**src/tae_pkg.sv**
```systemverilog
// Shared constants for the throttle acceleration enrichment block.
// No dependencies; imported by tae_div and throttle_accel_enrichment.
`timescale 1ns / 1ps
`default_nettype none

package tae_pkg;

  // field widths
  localparam int unsigned POS_W    = 10;
  localparam int unsigned TIME_W   = 32;
  localparam int unsigned REG_W    = 16;
  localparam int unsigned ENRICH_W = 12;
  localparam int unsigned HOLD_W   = 8;

  // serial divider: dividend/quotient width; holds delta*1000 and the clamped product
  localparam int unsigned DIV_W = 20;

  localparam int unsigned MIN_DT_MS    = 10;
  localparam int unsigned RATE_SCALE   = 1000;
  localparam int unsigned GAIN_DIVISOR = 500;
  localparam int unsigned ENRICH_MAX   = 2048;
  // largest product whose quotient by the divisor still saturates to ENRICH_MAX
  localparam int unsigned PROD_CLAMP   = (ENRICH_MAX + 1) * GAIN_DIVISOR - 1;

  localparam int unsigned HOLD_SAMPLES_DEF = 16;

  // configuration register indexes
  localparam logic REG_RATE_THRESHOLD = 1'b0;
  localparam logic REG_ENRICH_GAIN    = 1'b1;

  localparam logic [REG_W-1:0] RATE_THRESHOLD_RST = 16'd1000;
  localparam logic [REG_W-1:0] ENRICH_GAIN_RST    = 16'd256;

endpackage : tae_pkg

`default_nettype wire

```
**src/tae_div.sv**
```systemverilog
// Restoring divider, one quotient bit per cycle, unsigned.
// Depends on tae_pkg for default widths.
`timescale 1ns / 1ps
`default_nettype none

module tae_div #(
  parameter int unsigned DIV_W = tae_pkg::DIV_W,
  parameter int unsigned DSR_W = tae_pkg::TIME_W
) (
  input  wire logic             clk_i,
  input  wire logic             rst_ni,
  input  wire logic             start_i,
  input  wire logic [DIV_W-1:0] dividend_i,
  input  wire logic [DSR_W-1:0] divisor_i,
  output logic                  done_o,
  output logic      [DIV_W-1:0] quotient_o
);

  localparam int unsigned CNT_W = $clog2(DIV_W + 1);

  logic [DIV_W-1:0] rem_q, rem_d;
  logic [DIV_W-1:0] dq_q, dq_d;     // dividend bits out at the top, quotient bits in below
  logic [DSR_W-1:0] dsr_q, dsr_d;
  logic [CNT_W-1:0] cnt_q, cnt_d;
  logic             busy_q, busy_d;
  logic             done_q, done_d;

  logic [DIV_W-1:0] cand;
  logic             ge;

  // remainder never exceeds the dividend bits taken so far, so the top bit drops safely
  assign cand = {rem_q[DIV_W-2:0], dq_q[DIV_W-1]};
  assign ge   = (dsr_q[DSR_W-1:DIV_W] == '0) && (cand >= dsr_q[DIV_W-1:0]);

  always_comb begin
    rem_d  = rem_q;
    dq_d   = dq_q;
    dsr_d  = dsr_q;
    cnt_d  = cnt_q;
    busy_d = busy_q;
    done_d = 1'b0;
    if (start_i) begin
      rem_d  = '0;
      dq_d   = dividend_i;
      dsr_d  = divisor_i;
      cnt_d  = CNT_W'(DIV_W);
      busy_d = 1'b1;
    end else if (busy_q) begin
      rem_d = ge ? (cand - dsr_q[DIV_W-1:0]) : cand;
      dq_d  = {dq_q[DIV_W-2:0], ge};
      cnt_d = cnt_q - 1'b1;
      if (cnt_q == CNT_W'(1)) begin
        busy_d = 1'b0;
        done_d = 1'b1;
      end
    end
  end

  always_ff @(posedge clk_i or negedge rst_ni) begin
    if (!rst_ni) begin
      cnt_q  <= '0;
      busy_q <= 1'b0;
      done_q <= 1'b0;
    end else begin
      cnt_q  <= cnt_d;
      busy_q <= busy_d;
      done_q <= done_d;
    end
  end

  always_ff @(posedge clk_i) begin
    rem_q <= rem_d;
    dq_q  <= dq_d;
    dsr_q <= dsr_d;
  end

  assign done_o     = done_q;
  assign quotient_o = dq_q;

endmodule : tae_div

`default_nettype wire

```
**src/throttle_accel_enrichment.sv**
```systemverilog
// Throttle acceleration enrichment: throttle rate, threshold, gain, hold count.
// Depends on tae_pkg and tae_div.
//
// Usage:
//   Slave stream takes one throttle sample per request: position and ms timestamp.
//   Master stream returns one result per sample: enrichment, hold count in tdata,
//   and in tuser whether it was used (at least 10 ms after the last used one).
//   Config port: cfg_we_i writes rate_threshold (index 0) or enrich_gain (index 1).
// Timing:
//   One sample at a time. A too-early sample, or one with no throttle rise,
//   goes to the emit state, which registers its result once the output register
//   is free; input is ready again as that result turns valid. A rising sample
//   first runs the shared bit-serial divider for the rate. A rate above threshold
//   adds a serial multiply by the gain and a divide by 500 on the same divider;
//   every path ends in the emit state, and input is ready again as it goes idle.
//   The divider width (20 quotient bits) and gain width set how long these run.
// Reset clears the reference sample, enrichment, hold count and loads the
// register defaults. A stalled receiver holds the result in the output
// register; the next sample is still taken, and its result waits until the
// output register frees up.
`timescale 1ns / 1ps
`default_nettype none

module throttle_accel_enrichment #(
  parameter int unsigned HOLD_SAMPLES = tae_pkg::HOLD_SAMPLES_DEF
) (
  input  wire logic                    clk_i,
  input  wire logic                    rst_ni,
  // throttle_pos [9:0], time_ms [41:10], zero pad [47:42]
  input  wire logic                    s_axis_tvalid,
  output logic                         s_axis_tready,
  input  wire logic             [47:0] s_axis_tdata,
  // enrich_amount [11:0], hold_left [19:12], zero pad [23:20]
  output logic                         m_axis_tvalid,
  input  wire logic                    m_axis_tready,
  output logic                  [23:0] m_axis_tdata,
  // accepted [0]
  output logic                         m_axis_tuser,
  input  wire logic                    cfg_we_i,
  input  wire logic                    cfg_idx_i,
  input  wire logic [tae_pkg::REG_W-1:0] cfg_wdata_i
);

  import tae_pkg::*;

  localparam logic [2:0] ST_IDLE     = 3'd0;
  localparam logic [2:0] ST_DIV_RATE = 3'd1;
  localparam logic [2:0] ST_MUL      = 3'd2;
  localparam logic [2:0] ST_DIV_AMT  = 3'd3;
  localparam logic [2:0] ST_EMIT     = 3'd4;

  localparam int unsigned MCNT_W = $clog2(REG_W + 1);
  localparam int unsigned SUM_W  = DIV_W + 2;

  logic [2:0]          state_q, state_d;
  logic [REG_W-1:0]    thr_q, gain_q;
  logic [POS_W-1:0]    prev_pos_q, prev_pos_d;
  logic [TIME_W-1:0]   prev_time_q, prev_time_d;
  logic [ENRICH_W-1:0] enrich_q, enrich_d;
  logic [HOLD_W-1:0]   hold_q, hold_d;

  logic                used_q, used_d;
  logic                above_q, above_d;
  logic [ENRICH_W-1:0] amt_q, amt_d;
  logic [DIV_W-1:0]    excess_q, excess_d;
  logic [DIV_W-1:0]    acc_q, acc_d;
  logic [REG_W-1:0]    gain_sh_q, gain_sh_d;
  logic [MCNT_W-1:0]   mcnt_q, mcnt_d;
  logic                div_go_q, div_go_d;

  logic                out_valid_q, out_valid_d;
  logic                out_used_q, out_used_d;
  logic [ENRICH_W-1:0] out_enrich_q, out_enrich_d;
  logic [HOLD_W-1:0]   out_hold_q, out_hold_d;

  logic [POS_W-1:0]    in_pos;
  logic [TIME_W-1:0]   in_time, dt;
  logic [DIV_W-1:0]    num;
  logic                in_acc;

  logic                div_start, div_done;
  logic [DIV_W-1:0]    div_dividend, div_quotient;
  logic [TIME_W-1:0]   div_divisor;
  logic [SUM_W-1:0]    mul_sum;

  assign in_pos  = s_axis_tdata[POS_W-1:0];
  assign in_time = s_axis_tdata[POS_W+TIME_W-1:POS_W];
  assign dt      = in_time - prev_time_q;
  assign num     = DIV_W'(in_pos - prev_pos_q) * DIV_W'(RATE_SCALE);

  assign s_axis_tready = (state_q == ST_IDLE);
  assign in_acc        = s_axis_tvalid && s_axis_tready;

  // divider serves the rate first, then the product divided by the gain divisor
  always_comb begin
    if (state_q == ST_IDLE) begin
      div_dividend = num;
      div_divisor  = dt;
    end else begin
      div_dividend = acc_q;
      div_divisor  = TIME_W'(GAIN_DIVISOR);
    end
  end

  assign div_start = (in_acc && (dt >= TIME_W'(MIN_DT_MS)) && (in_pos > prev_pos_q))
                     || div_go_q;

  tae_div #(
    .DIV_W(DIV_W),
    .DSR_W(TIME_W)
  ) u_div (
    .clk_i     (clk_i),
    .rst_ni    (rst_ni),
    .start_i   (div_start),
    .dividend_i(div_dividend),
    .divisor_i (div_divisor),
    .done_o    (div_done),
    .quotient_o(div_quotient)
  );

  // MSB-first shift-add, saturated so the later divide still yields ENRICH_MAX
  assign mul_sum = {1'b0, acc_q, 1'b0} + (gain_sh_q[REG_W-1] ? SUM_W'(excess_q) : '0);

  always_comb begin
    state_d      = state_q;
    prev_pos_d   = prev_pos_q;
    prev_time_d  = prev_time_q;
    enrich_d     = enrich_q;
    hold_d       = hold_q;
    used_d       = used_q;
    above_d      = above_q;
    amt_d        = amt_q;
    excess_d     = excess_q;
    acc_d        = acc_q;
    gain_sh_d    = gain_sh_q;
    mcnt_d       = mcnt_q;
    div_go_d     = 1'b0;
    out_valid_d  = out_valid_q && !m_axis_tready;
    out_used_d   = out_used_q;
    out_enrich_d = out_enrich_q;
    out_hold_d   = out_hold_q;

    case (state_q)
      ST_IDLE: begin
        if (in_acc) begin
          above_d = 1'b0;
          if (dt >= TIME_W'(MIN_DT_MS)) begin
            used_d      = 1'b1;
            prev_pos_d  = in_pos;
            prev_time_d = in_time;
            // no rise means rate <= 0, never above threshold
            state_d     = (in_pos > prev_pos_q) ? ST_DIV_RATE : ST_EMIT;
          end else begin
            used_d  = 1'b0;
            state_d = ST_EMIT;
          end
        end
      end
      ST_DIV_RATE: begin
        if (div_done) begin
          if (div_quotient > DIV_W'(thr_q)) begin
            above_d   = 1'b1;
            excess_d  = div_quotient - DIV_W'(thr_q);
            acc_d     = '0;
            gain_sh_d = gain_q;
            mcnt_d    = MCNT_W'(REG_W);
            state_d   = ST_MUL;
          end else begin
            state_d = ST_EMIT;
          end
        end
      end
      ST_MUL: begin
        acc_d     = (mul_sum > SUM_W'(PROD_CLAMP)) ? DIV_W'(PROD_CLAMP) : mul_sum[DIV_W-1:0];
        gain_sh_d = {gain_sh_q[REG_W-2:0], 1'b0};
        mcnt_d    = mcnt_q - 1'b1;
        if (mcnt_q == MCNT_W'(1)) begin
          div_go_d = 1'b1;
          state_d  = ST_DIV_AMT;
        end
      end
      ST_DIV_AMT: begin
        if (div_done) begin
          amt_d   = div_quotient[ENRICH_W-1:0];
          state_d = ST_EMIT;
        end
      end
      ST_EMIT: begin
        if (!out_valid_q || m_axis_tready) begin
          if (used_q) begin
            if (above_q) begin
              enrich_d = amt_q;
              hold_d   = HOLD_W'(HOLD_SAMPLES);
            end else if (hold_q != '0) begin
              hold_d = hold_q - 1'b1;
              if (hold_q == HOLD_W'(1)) begin
                enrich_d = '0;
              end
            end
          end
          out_valid_d  = 1'b1;
          out_used_d   = used_q;
          out_enrich_d = enrich_d;
          out_hold_d   = hold_d;
          state_d      = ST_IDLE;
        end
      end
      default: begin
        state_d = ST_IDLE;
      end
    endcase
  end

  always_ff @(posedge clk_i or negedge rst_ni) begin
    if (!rst_ni) begin
      state_q     <= ST_IDLE;
      thr_q       <= RATE_THRESHOLD_RST;
      gain_q      <= ENRICH_GAIN_RST;
      prev_pos_q  <= '0;
      prev_time_q <= '0;
      enrich_q    <= '0;
      hold_q      <= '0;
      mcnt_q      <= '0;
      div_go_q    <= 1'b0;
      out_valid_q <= 1'b0;
    end else begin
      state_q     <= state_d;
      prev_pos_q  <= prev_pos_d;
      prev_time_q <= prev_time_d;
      enrich_q    <= enrich_d;
      hold_q      <= hold_d;
      mcnt_q      <= mcnt_d;
      div_go_q    <= div_go_d;
      out_valid_q <= out_valid_d;
      if (cfg_we_i) begin
        case (cfg_idx_i)
          REG_RATE_THRESHOLD: thr_q  <= cfg_wdata_i;
          REG_ENRICH_GAIN:    gain_q <= cfg_wdata_i;
          default: ;
        endcase
      end
    end
  end

  always_ff @(posedge clk_i) begin
    used_q       <= used_d;
    above_q      <= above_d;
    amt_q        <= amt_d;
    excess_q     <= excess_d;
    acc_q        <= acc_d;
    gain_sh_q    <= gain_sh_d;
    out_used_q   <= out_used_d;
    out_enrich_q <= out_enrich_d;
    out_hold_q   <= out_hold_d;
  end

  assign m_axis_tvalid = out_valid_q;
  assign m_axis_tdata  = {4'b0, out_hold_q, out_enrich_q};
  assign m_axis_tuser  = out_used_q;

endmodule : throttle_accel_enrichment

`default_nettype wire
```
**config.mk**
```make
export PLATFORM = sky130hd
export DESIGN_NAME = throttle_accel_enrichment
export DESIGN_NICKNAME = d
export VERILOG_FILES = /design/src/tae_pkg.sv /design/src/tae_div.sv /design/src/throttle_accel_enrichment.sv
export SDC_FILE = /design/constraint.sdc
export NUM_CORES = 1
export LEC_CHECK = 0
export BUFFER_PORTS_ARGS = -buffer_cell sky130_fd_sc_hd__buf_2
export CAP_MARGIN = 20
export CORE_UTILIZATION = 57
export DETAILED_ROUTE_END_ITERATION = 16
export PLACE_DENSITY_LB_ADDON = 0.15
export SETUP_SLACK_MARGIN = 0.4
export SYNTH_ARGS = -nofsm -noshare
export SYNTH_HDL_FRONTEND = slang
export SYNTH_SLANG_ARGS = --single-unit
```
**constraint.sdc**
```tcl
create_clock -name clk_i -period 5.19 [get_ports clk_i]
set_input_delay 0.519 -clock clk_i [delete_from_list [all_inputs] [get_ports clk_i]]
set_output_delay 0.519 -clock clk_i [all_outputs]
set_load 0.05 [all_outputs]
```
==> flow_metrics.env <==
export IMPL_seq_area_frac_synth_pct=39.44
export IMPL_ant_nets=0
export IMPL_wl_per_cell_um=17.05
export IMPL_critPathLaunchType="register"
export IMPL_rows=66
export IMPL_crit_slowest_cell="fa_1"
export IMPL_cts_sink_count=273
export IMPL_cp_depth=27
export IMPL_start_util_pct=58.00
export IMPL_synth_edff_count=143
export IMPL_r2r_slack_ps=-410
export IMPL_drcViolationCount=0
export IMPL_ioPinCount=97
export IMPL_synthMuxAreaShare_pct=6.851
export IMPL_worstSetupEndpointType="register"
export IMPL_die_h_um=184.2
export IMPL_synth_top_area_share_pct=22.70
export IMPL_r2r_cells=27
export IMPL_syn_area_per_cell_um2=9.762
export IMPL_die_x_um=184.2
export IMPL_cp_required_ps=5500
export IMPL_cts_max_level=1
export IMPL_fillers=2593
export IMPL_finalNetCount=2334
export IMPL_grt_antenna_before_repair=0
export IMPL_area_growth_pct=16.42
export IMPL_synth_top_family_by_area="compound AO/OA/AOI/OAI gates"
export IMPL_synthXorXnorAreaFrac_pct=5.046
export IMPL_ys_async_sr_fraction_pct=40.66
export IMPL_cp_max_fo=4
export IMPL_fin_worst_skew_ps=13.09
export IMPL_tightestPinTransition_ps=1039
export IMPL_synth_compound_area_share_pct=15.55
export IMPL_drtPass1Iterations=5
export IMPL_grt_pass1_wl_mm=71.84
export IMPL_synth_fa_ha_area_share_pct=12.55
export IMPL_outcome="complete, but fails checks"
export IMPL_setup_violations=8
export IMPL_hpwl_mm=32.03
export IMPL_netlist_top_cells_area="edfxtp_1, dfrtp_1, ha_1, nand2_1, mux2_4"
export IMPL_grt_max_degree=68
export IMPL_yosys_area_share_simple_pct=14.94
export IMPL_maxSlewViolCount=0
export IMPL_multi_input_area_um2=10890
export IMPL_syn_area_um2=18920
export IMPL_numPortBuffers=86
export IMPL_grt_pass1_vias=14580
export IMPL_fmaxAchievable_ghz=0.1787
export IMPL_cts_made_buffers=30
export IMPL_slew_headroom_pct=30.72
export IMPL_critPathArrivalTime_ps=5900
export IMPL_drt_iter0_markers=891
export IMPL_via_per_inst=5.712
export IMPL_postPlaceCellArea_um2=20430
export IMPL_cap_violations=0
export IMPL_path_buf_inv=8
export IMPL_grt_overflow_total=0
export IMPL_syn_inst=1938
export IMPL_rsz0062_at_grt="true"
export IMPL_yosys_area_top_type="edfxtp_1"
export IMPL_globalplace_congestion=0.9167
export IMPL_die_area_um2=33920
export IMPL_cts_tree="done"
export IMPL_layout_commonest_cell="nand2_1"
export IMPL_wirelength_mm=43.67
export IMPL_worstSetupPathType="reg2reg"
export IMPL_drive_gt1_share_pct=20.33
export IMPL_hold_viol=0
export IMPL_hold_class="in2async"
export IMPL_final_cell_mix="nand2_1, inv_1, edfxtp_1"
export IMPL_seq_area_um2=7461
export IMPL_vias=14640
export IMPL_finalInstanceArea_um2=22030
export IMPL_cts_root_buf="clkbuf_16"
export IMPL_cp_top_family="adder cells"
export IMPL_ys_flop_type="edfxtp_1"
export IMPL_period_share_pct=107.8
export IMPL_min_period_ps=5595
export IMPL_synth_seq_cells=273
export IMPL_fin_ws_ps=-405.0
export IMPL_worst_path_largest_cell_delay_ps=490
export IMPL_violations="negative setup slack"
export IMPL_core_area_um2=32620
export IMPL_clk_pin_slew_ps=60
export IMPL_cts_buffer_depth=3
export IMPL_clock_latency_ps=560
export IMPL_yosysWarnings=0
export IMPL_antenna_cells=0
export IMPL_ys_types=98
export IMPL_grtUsageTotal_pct=26.14
export IMPL_hold_buffers=0
==> logic make-up after synthesis <==
family | count (synthesis)
other | 1
adders and majority gates | 169
xor gates and xnor gates | 109
buffers and inverters | 250
DFF | 273
and+or+nand+nor | 600
muxes | 102
AOI/OAI and AO/OA | 434
==> per-stage QoR <==
stage	worst slack, ps	utilization, %	setup TNS [ps]	std cells	hold slack (ps)
3_3_place_gp	-572.7	62.65	-3565	2487	458.2
6_report	-405.0	67.53	-2156	2562	86.89
5_1_grt	-656.0	67.53	-3709	2562	151.0
2_1_floorplan	-399.2	-	-1340	1941	223.4
4_1_cts	-332.6	66.88	-1276	2553	123.3
3_5_place_dp	-669.7	62.65	-4612	2487	458.2
==> flip-flops by register name, summed over array words and instances, names as in the netlist, 10 cells and up <==
register,cells
u_div.dsr_q,32
u_div.quotient_o,20
gain_sh_q,16
amt_q,12
acc_q,20
out_enrich_q,12
u_div.rem_q,19
enrich_q,12
gain_q,16
prev_time_q,32
prev_pos_q,10
excess_q,20
thr_q,16
==> final timing paths <==
kind,start,end
max,prev_pos_q[1]$_DFFE_PN0P_,u_div.quotient_o[17]$_DFFE_PP_
min,rst_ni,hold_q[5]$_DFFE_PN0P_
max reg2reg,prev_pos_q[1]$_DFFE_PN0P_,u_div.quotient_o[17]$_DFFE_PP_
min reg2reg,enrich_q[5]$_DFFE_PN0P_,enrich_q[5]$_DFFE_PN0P_
max in group asynchronous,rst_ni,prev_time_q[29]$_DFFE_PN0P_
min in group clk_i,cfg_wdata_i[5],thr_q[5]$_DFFE_PN1P_
==> metal layers <==
layer,vias to the layer above,wire (um),track usage [%]
met4,0,1267,7.533
met2,364,20830,44.86
met3,85,1960,2.588
li1,7155,-,-
met1,7031,19620,35.08
met5,-,0,0
==> synthesized netlist by cell type (all sizes together), types with 20 or more instances <==
master,count
a211oi,40
xor2,31
ha,133
o21a,21
nor2,134
nor3,30
fa,35
and2,34
nand3,37
and3,20
mux2i,29
dfrtp,104
a21oi,111
mux2,73
buf,26
inv,182
nand2b,24
clkbuf,41
xnor2,78
edfxtp,143
a21o,47
o21ai,91
nand2,240
==> cell type report <==
class                      count  area share, %
clock inverter                12         0.6703
multi-input combinational   1418          49.44
inverter                     183          3.175
timing repair buffer         190          5.970
clock buffer                  44          4.357
sequential                   273          33.87
tap                          442          2.511
==> timing repair <==
item	4_1_cts	5_1_grt
endpoints found under the setup margin	11	39
pin swaps	33	34
setup buffers	10	7
resized for setup	41	33
Power is not shown: default switching activity piles up to over one toggle a cycle in this logic, so the estimate is an artifact.
